===== src/design/gmts_pkg.sv =====
`default_nettype none
package gmts_pkg;

   localparam int PROC_BITS = 4;
   localparam int POLICY_BITS = 2;
   localparam int CSR_INDEX_BITS = 3;
   localparam int CSR_DATA_BITS = 64;
   localparam int MASK_BITS = 8;
   localparam int MISSED_BITS = 3;
   localparam int ENTRY_BITS = 8;

   localparam logic [POLICY_BITS-1:0] POLICY_EDF = 2'd0;
   localparam logic [POLICY_BITS-1:0] POLICY_FP  = 2'd1;
   localparam logic [POLICY_BITS-1:0] POLICY_LL  = 2'd2;

   localparam logic [CSR_INDEX_BITS-1:0] REG_PROCESSOR_COUNT = 3'd0;
   localparam logic [CSR_INDEX_BITS-1:0] REG_POLICY          = 3'd1;
   localparam logic [CSR_INDEX_BITS-1:0] REG_WCET_TABLE      = 3'd2;
   localparam logic [CSR_INDEX_BITS-1:0] REG_PERIOD_TABLE    = 3'd3;
   localparam logic [CSR_INDEX_BITS-1:0] REG_DEADLINE_TABLE  = 3'd4;

   typedef enum logic [3:0] {
      ST_IDLE   = 4'b0001,
      ST_LOAD   = 4'b0010,
      ST_SHIFT  = 4'b0100,
      ST_UPDATE = 4'b1000
   } state_type;

   typedef struct packed {
      logic                   accept;
      logic                   load;
      logic                   shift;
      logic                   update;
      logic [POLICY_BITS-1:0] policy;
      logic [PROC_BITS-1:0]   procs;
   } ctl_type;

endpackage
`default_nettype wire


===== src/design/global_multiprocessor_task_scheduler_top.sv =====
`default_nettype none
// channel  direction  handshake          payload
// req      in         req_valid/stall    req_release_mask
// rsp      out        rsp_valid/stall    rsp_run_mask, rsp_deadline_miss, rsp_missed_task
// csr      in         csr_valid/ready    csr_index, csr_data
// a word steps through accept, key load, TASKS - 1 ring shifts, update
// the ring of task cells passes each rank key one cell per cycle to build the ranks
// one word in flight; the next word is taken once the update is done
// update waits while a previous result is stalled on rsp
// reset clears each task's work and period timer and loads the register defaults
module global_multiprocessor_task_scheduler_top #(
   parameter int TASKS = 8,
   parameter int TIME_BITS = 8
) (
   input  wire logic        clock,
   input  wire logic        reset,
   input  wire logic        req_valid,
   output logic             req_stall,
   input  wire logic [7:0]  req_release_mask,
   output logic             rsp_valid,
   input  wire logic        rsp_stall,
   output logic [7:0]       rsp_run_mask,
   output logic             rsp_deadline_miss,
   output logic [2:0]       rsp_missed_task,
   input  wire logic        csr_valid,
   output logic             csr_ready,
   input  wire logic [2:0]  csr_index,
   input  wire logic [63:0] csr_data
);
   import gmts_pkg::*;

   localparam int IDXW = (TASKS > 1) ? $clog2(TASKS) : 1;
   localparam int KW = 1 + TIME_BITS + 2 + IDXW;
   localparam logic [IDXW-1:0] LAST_SHIFT = IDXW'(TASKS - 2);

   state_type state_ff, state_in;
   logic [IDXW-1:0] cnt_ff, cnt_in;
   logic [PROC_BITS-1:0] procs_ff, procs_in, procs_eff;
   logic [POLICY_BITS-1:0] policy_ff, policy_in;
   logic [CSR_DATA_BITS-1:0] wcet_ff, wcet_in, period_ff, period_in, deadline_ff, deadline_in;
   logic rsp_valid_ff, rsp_valid_in;
   logic [MASK_BITS-1:0] run_ff, run_in, run_all;
   logic miss_ff, miss_in, miss_any;
   logic [MISSED_BITS-1:0] missed_ff, missed_in, missed_idx;
   logic accept, fire;
   ctl_type ctl;
   logic [KW-1:0] probe [TASKS];
   logic [TASKS-1:0] run_bits, miss_bits;

   assign req_stall = (state_ff != ST_IDLE);
   assign accept = req_valid && !req_stall;
   assign fire = (state_ff == ST_UPDATE) && (!rsp_valid_ff || !rsp_stall);
   assign csr_ready = 1'b1;
   assign procs_eff = (procs_ff > PROC_BITS'(TASKS)) ? PROC_BITS'(TASKS) : procs_ff;

   assign ctl.accept = accept;
   assign ctl.load = (state_ff == ST_LOAD);
   assign ctl.shift = (state_ff == ST_SHIFT);
   assign ctl.update = fire;
   assign ctl.policy = policy_ff;
   assign ctl.procs = procs_eff;

   for (genvar i = 0; i < TASKS; i++) begin : g_cell
      gmts_cell #(
         .TASKS(TASKS),
         .TIME_BITS(TIME_BITS),
         .IDX(i)
      ) u_cell (
         .clock(clock),
         .reset(reset),
         .ctl(ctl),
         .release_bit(req_release_mask[i]),
         .wcet(wcet_ff[ENTRY_BITS*i +: TIME_BITS]),
         .period(period_ff[ENTRY_BITS*i +: TIME_BITS]),
         .deadline(deadline_ff[ENTRY_BITS*i +: TIME_BITS]),
         .probe_prev(probe[(i + TASKS - 1) % TASKS]),
         .probe_next(probe[i]),
         .run_bit(run_bits[i]),
         .miss_bit(miss_bits[i])
      );
   end

   always_comb begin
      run_all = '0;
      miss_any = 1'b0;
      missed_idx = '0;
      for (int i = TASKS - 1; i >= 0; i--) begin
         run_all[i] = run_bits[i];
         if (miss_bits[i]) begin
            miss_any = 1'b1;
            missed_idx = MISSED_BITS'(i);
         end
      end
   end

   always_comb begin
      state_in = state_ff;
      cnt_in = cnt_ff;
      unique case (state_ff)
         ST_IDLE: begin
            if (accept) begin
               state_in = ST_LOAD;
            end
         end
         ST_LOAD: begin
            cnt_in = '0;
            state_in = (TASKS > 1) ? ST_SHIFT : ST_UPDATE;
         end
         ST_SHIFT: begin
            cnt_in = cnt_ff + 1'b1;
            if (cnt_ff == LAST_SHIFT) begin
               state_in = ST_UPDATE;
            end
         end
         ST_UPDATE: begin
            if (fire) begin
               state_in = ST_IDLE;
            end
         end
         default: state_in = ST_IDLE;
      endcase
   end

   always_comb begin
      rsp_valid_in = rsp_valid_ff;
      run_in = run_ff;
      miss_in = miss_ff;
      missed_in = missed_ff;
      if (fire) begin
         rsp_valid_in = 1'b1;
         run_in = run_all;
         miss_in = miss_any;
         missed_in = missed_idx;
      end else if (!rsp_stall) begin
         rsp_valid_in = 1'b0;
      end
   end

   always_comb begin
      procs_in = procs_ff;
      policy_in = policy_ff;
      wcet_in = wcet_ff;
      period_in = period_ff;
      deadline_in = deadline_ff;
      if (csr_valid && csr_ready) begin
         unique case (csr_index)
            REG_PROCESSOR_COUNT: procs_in = csr_data[PROC_BITS-1:0];
            REG_POLICY:          policy_in = csr_data[POLICY_BITS-1:0];
            REG_WCET_TABLE:      wcet_in = csr_data;
            REG_PERIOD_TABLE:    period_in = csr_data;
            REG_DEADLINE_TABLE:  deadline_in = csr_data;
            default: ;
         endcase
      end
   end

   always_ff @(posedge clock) begin
      if (reset) begin
         state_ff <= ST_IDLE;
         rsp_valid_ff <= 1'b0;
         procs_ff <= PROC_BITS'(1);
         policy_ff <= POLICY_EDF;
         wcet_ff <= '0;
         period_ff <= '0;
         deadline_ff <= '0;
      end else begin
         state_ff <= state_in;
         rsp_valid_ff <= rsp_valid_in;
         procs_ff <= procs_in;
         policy_ff <= policy_in;
         wcet_ff <= wcet_in;
         period_ff <= period_in;
         deadline_ff <= deadline_in;
      end
   end

   always_ff @(posedge clock) begin
      cnt_ff <= cnt_in;
      run_ff <= run_in;
      miss_ff <= miss_in;
      missed_ff <= missed_in;
   end

   assign rsp_valid = rsp_valid_ff;
   assign rsp_run_mask = run_ff;
   assign rsp_deadline_miss = miss_ff;
   assign rsp_missed_task = missed_ff;

endmodule
`default_nettype wire


===== src/design/gmts_cell.sv =====
`default_nettype none
module gmts_cell #(
   parameter int TASKS = 8,
   parameter int TIME_BITS = 8,
   parameter int IDX = 0,
   localparam int IDXW = (TASKS > 1) ? $clog2(TASKS) : 1,
   localparam int KVW = TIME_BITS + 2,
   localparam int KW = 1 + KVW + IDXW
) (
   input  wire logic                  clock,
   input  wire logic                  reset,
   input  wire gmts_pkg::ctl_type     ctl,
   input  wire logic                  release_bit,
   input  wire logic [TIME_BITS-1:0]  wcet,
   input  wire logic [TIME_BITS-1:0]  period,
   input  wire logic [TIME_BITS-1:0]  deadline,
   input  wire logic [KW-1:0]         probe_prev,
   output logic      [KW-1:0]         probe_next,
   output logic                       run_bit,
   output logic                       miss_bit
);
   import gmts_pkg::*;

   localparam logic [KVW-1:0] LL_BIAS = KVW'(1) << TIME_BITS;

   logic [TIME_BITS-1:0] work_ff, work_in, timer_ff, timer_in;
   logic [TIME_BITS-1:0] work_dec, timer_dec;
   logic [KW-1:0]        key_ff, key_in, probe_ff, probe_in, key_calc;
   logic [IDXW-1:0]      rank_ff, rank_in;
   logic [TIME_BITS:0]   td_now;
   logic [KVW-1:0]       kval;
   logic                 has_work, chosen;

   function automatic logic [TIME_BITS:0] ttd_of(input logic [TIME_BITS-1:0] t,
                                                 input logic [TIME_BITS-1:0] p,
                                                 input logic [TIME_BITS-1:0] d);
      logic signed [TIME_BITS+1:0] diff;
      diff = signed'({2'b00, t}) - signed'({2'b00, p}) + signed'({2'b00, d});
      return (diff > 0) ? diff[TIME_BITS:0] : '0;
   endfunction

   assign has_work = (work_ff != '0);
   assign td_now = ttd_of(timer_ff, period, deadline);

   always_comb begin
      kval = KVW'(td_now);
      if (!has_work) begin
         kval = '0;
      end else begin
         case (ctl.policy)
            POLICY_FP: kval = '0;
            POLICY_LL: kval = KVW'(td_now) + LL_BIAS - KVW'(work_ff);
            default:   kval = KVW'(td_now);
         endcase
      end
   end

   assign key_calc = {~has_work, kval, IDXW'(IDX)};

   assign chosen = (PROC_BITS'(rank_ff) < ctl.procs);
   assign run_bit = chosen && has_work;
   assign work_dec = run_bit ? (work_ff - 1'b1) : work_ff;
   assign timer_dec = (timer_ff != '0) ? (timer_ff - 1'b1) : timer_ff;
   assign miss_bit = (ttd_of(timer_dec, period, deadline) == '0) && (work_dec != '0);

   assign probe_next = probe_ff;

   always_comb begin
      work_in = work_ff;
      timer_in = timer_ff;
      key_in = key_ff;
      probe_in = probe_ff;
      rank_in = rank_ff;
      if (ctl.accept && release_bit && (timer_ff == '0)) begin
         work_in = wcet;
         timer_in = period;
      end
      if (ctl.load) begin
         key_in = key_calc;
         probe_in = key_calc;
         rank_in = '0;
      end
      if (ctl.shift) begin
         probe_in = probe_prev;
         if (probe_prev < key_ff) begin
            rank_in = rank_ff + 1'b1;
         end
      end
      if (ctl.update) begin
         work_in = work_dec;
         timer_in = timer_dec;
      end
   end

   always_ff @(posedge clock) begin
      if (reset) begin
         work_ff <= '0;
         timer_ff <= '0;
      end else begin
         work_ff <= work_in;
         timer_ff <= timer_in;
      end
   end

   always_ff @(posedge clock) begin
      key_ff <= key_in;
      probe_ff <= probe_in;
      rank_ff <= rank_in;
   end

endmodule
`default_nettype wire


===== config.mk =====
export PLATFORM = sky130hd
export DESIGN_NAME = global_multiprocessor_task_scheduler_top
export DESIGN_NICKNAME = d
export VERILOG_FILES = /design/src/design/gmts_pkg.sv /design/src/design/global_multiprocessor_task_scheduler_top.sv /design/src/design/gmts_cell.sv
export SDC_FILE = /design/constraint.sdc
export NUM_CORES = 2
export LEC_CHECK = 0
export ABC_AREA = 1
export BUFFER_PORTS_ARGS = -buffer_cell sky130_fd_sc_hd__clkbuf_2
export CORE_ASPECT_RATIO = 1.5
export CORE_UTILIZATION = 45
export DETAILED_ROUTE_END_ITERATION = 8
export GPL_TIMING_DRIVEN = 0
export PLACE_DENSITY = 0.63
export SETUP_SLACK_MARGIN = 0.4
export SLEW_MARGIN = 30
export SYNTH_ARGS = -nofsm -noshare
export SYNTH_HDL_FRONTEND = slang
export SYNTH_SLANG_ARGS = --single-unit

===== constraint.sdc =====
create_clock -name clock -period 6.75 [get_ports clock]
set_input_delay 0.675 -clock clock [delete_from_list [all_inputs] [get_ports clock]]
set_output_delay 0.675 -clock clock [all_outputs]
set_load 0.02 [all_outputs]

==> out/results.ini <==
[status]
outcome=finished clean

[clock_tree]
cts_hold_buf=0
cts.clk_slew.worst_paths_ns=0.07
htree_levels=2
cts-root-buf=clkbuf_16
cts_tree=yes
cts_buffers=57
clk_path_buf_depth=3
insertion_delay_ns=0.67
cts_sinks=570

[synth]
synthCells=5805
syn_avg_cell_area_sq_um=7.43
synthTopCellsByArea=dfxtp_1, ha_1, edfxtp_1
ys_warn_count=0
async_flop_share=0
yosysSeqAreaShare=0.314
synth.most_common_cell=nand2_1
ys_ff_latch=570
synth_top_area_frac=0.165
synthesis.area_sq_mm=0.0431
synth_cell_type_count=69
yosysTopAreaCell=dfxtp_1
synthTopCellsByCount=nand2_1, inv_1, nor2_1, ha_1, a21oi_1
synth_ff_type=dfxtp_1
synth_edf_count=215
syn_nets=6447

[cells_and_area]
drive_gt1_frac=0.0659
multi_input_area_sq_mm=0.0258
seq_area_sq_mm=0.0136
utilization=0.502
syn2layout_area_growth_pct=10.1
finalNetCount=6614
fill_cells=9517

[drt]
vias=39800
postRouteAntennaNets=0
drt_iter0_drc=3019
drc=0
dr.pass1.iters=5
wl_per_cell_um=19.6
wirelength_um=143000
vias_per_cell=5.46

[grt]
grt.total_usage=0.294
grt_pass1_vias=38400
grt_pass1_wl_um=217000
gr-total-overflow=0
antenna_found_initial=9
grt_max_degree=98

[pwr]
powerDensity_mw_per_mm2=288
power_mw=13.7
p_leak_nw=23.0
peakVddDrop_mv=0.233

[critical_path]
rr_worst_depth=33
end_kind=register
cp.arrival_ns=6.34
critPathRequiredTime_ns=7.16
critical_path_class=register to register
reg2reg_to=g_cell[6].u_cell.probe_next[12]
r2r-start=g_cell[6].u_cell.timer_ff[0]
slowest_delay_ns=0.42
slowest_stage=o311ai_1
path_max_fanout=7
reg2reg_slack_ns=0.82
start_kind=register

[sta]
timing.final.ws_setup_ns=0.818
finalCritPeriodShare=0.879
drv_slew=0
max_freq_mhz=169
hold_ws_ns=0.285
period_needed_ns=5.93
worstMarginPinSlew_ns=1.06
hold_violations=0
setup_violations=0
slew-limit-headroom=0.291
fin_skew_ns=0.0228
rsz0062_at_grt=no

[floorplan]
die-area_sq_mm=0.0971
die_y_um=381
core_sq_mm=0.0946
die_w_um=255
ioPinCount=95
row_count=138
start_util=0.456

[flow_run]
drv_cap=0

[placed_design]
dp_slack_ns=0.706
gp_congestion=0.925
dp_hpwl_um=111000
io_buffers=92

[worst_hold_path]
min_delay_path_depth=3
min_to=wcet_ff[53]
worstHoldStart=csr_data[53]
min_path_type=input pin to register

power by group:
| part | internal, mW | switching, mW |
|---|---|---|
| clock network | 1.84 | 1.53 |
| registers | 3.74 | 0.112 |
| logic | 2.37 | 4.07 |
worst max-delay path by stage:
stage | depth (start not counted) | slack (ns) | endpoint | start
floorplan | 5 | 1.32 | cnt_ff[0] | state_ff[3]
global placement | 6 | -1.14 | g_cell[0].u_cell.rank_ff[2] | state_ff[3]
detailed placement | 33 | 0.71 | g_cell[2].u_cell.probe_next[10] | g_cell[2].u_cell.timer_ff[0]
CTS | 33 | 0.69 | g_cell[2].u_cell.probe_next[10] | g_cell[2].u_cell.timer_ff[0]
global route | 33 | 0.37 | g_cell[2].u_cell.probe_next[10] | g_cell[2].u_cell.timer_ff[0]
finish | 33 | 0.82 | g_cell[6].u_cell.probe_next[12] | g_cell[6].u_cell.timer_ff[0]
cell usage in the layout (no fill, tap or decap), types with 39 or more instances in the layout:
| cell type | synthesis | final |
|---|---|---|
| edfxtp_1 | 215 | 215 |
| nand2_1 | 1057 | 1057 |
| a21oi_1 | 463 | 462 |
| nor3_1 | 50 | 49 |
| nand4_1 | 85 | 85 |
| o21ai_0 | 421 | 420 |
| ha_1 | 522 | 522 |
| xor2_1 | 179 | 178 |
| nand3_1 | 254 | 253 |
| xnor2_1 | 84 | 84 |
| clkbuf_1 | 113 | 97 |
| nor2_1 | 657 | 657 |
| o22ai_1 | 43 | 43 |
| fa_1 | 40 | 40 |
| dfxtp_1 | 355 | 355 |
| clkbuf_16 | 0 | 59 |
| or2_2 | 39 | 39 |
| inv_1 | 822 | 820 |
| clkbuf_2 | 0 | 117 |
sequential cells by signal (all words and copies together), names as in the netlist, 4 cells and up:
name and cells:
rsp_run_mask 8, g_cell.u_cell.key_ff 88, procs_ff 4, period_ff 64, g_cell.u_cell.work_ff 64, state_ff 4
deadline_ff 64, g_cell.u_cell.rank_ff 24, g_cell.u_cell.probe_next 112, wcet_ff 64, g_cell.u_cell.timer_ff 64
metrics by stage:
stage	TNS [ns]	std cells	cell area, sq um
6_report	0	7289	47500
2_1_floorplan	0	5805	43100
3_5_place_dp	0	7171	45500
4_1_cts	0	7279	47400
3_3_place_gp	-133.75	7157	45200
5_1_grt	0	7284	47500
kinds of logic after synthesis:
group / share of synthesized area
and+or+nand+nor: 0.224
AOI/OAI and AO/OA: 0.150
buffers and inverters: 0.0888
DFF: 0.314
adders and majority gates: 0.170
xor gates and xnor gates: 0.0534
other: 0.0000869
layout make-up:
cell class / instances / share of cell area
antenna: 8 / 0.000421
buffer: 145 / 0.0138
clock buffer: 72 / 0.0327
clock inverter: 36 / 0.00780
inverter: 854 / 0.0679
multi-input combinational: 4236 / 0.542
sequential: 570 / 0.286
tap: 1260 / 0.0332
timing repair buffer: 108 / 0.0161
routing by layer:
layer	up-vias	part of all wire	global-route usage	routed length, um
met5	-	0	0	0
met4	0	0.063	0.174	8980
met1	18600	0.40	0.348	57200
met3	351	0.059	0.0392	8390
li1	19700	-	-	-
met2	1212	0.48	0.502	68500
timing repair:
item                                    4_1_cts  5_1_grt
resized for setup                             0        3
endpoints found under the setup margin        0        6
setup buffers                                 0        1
worst max-delay path, delay by kind of cell (launching register included):
family,cells,cell delay (ns)
AO/OA/AOI/OAI,8,1.66
adder cells (fa/ha/maj),5,1.49
AND/OR/NAND/NOR,11,1.25
flip-flops,1,0.31
XOR/XNOR,2,0.41
buffers and inverters,7,0.55
(Power assumes the default switching activity.)
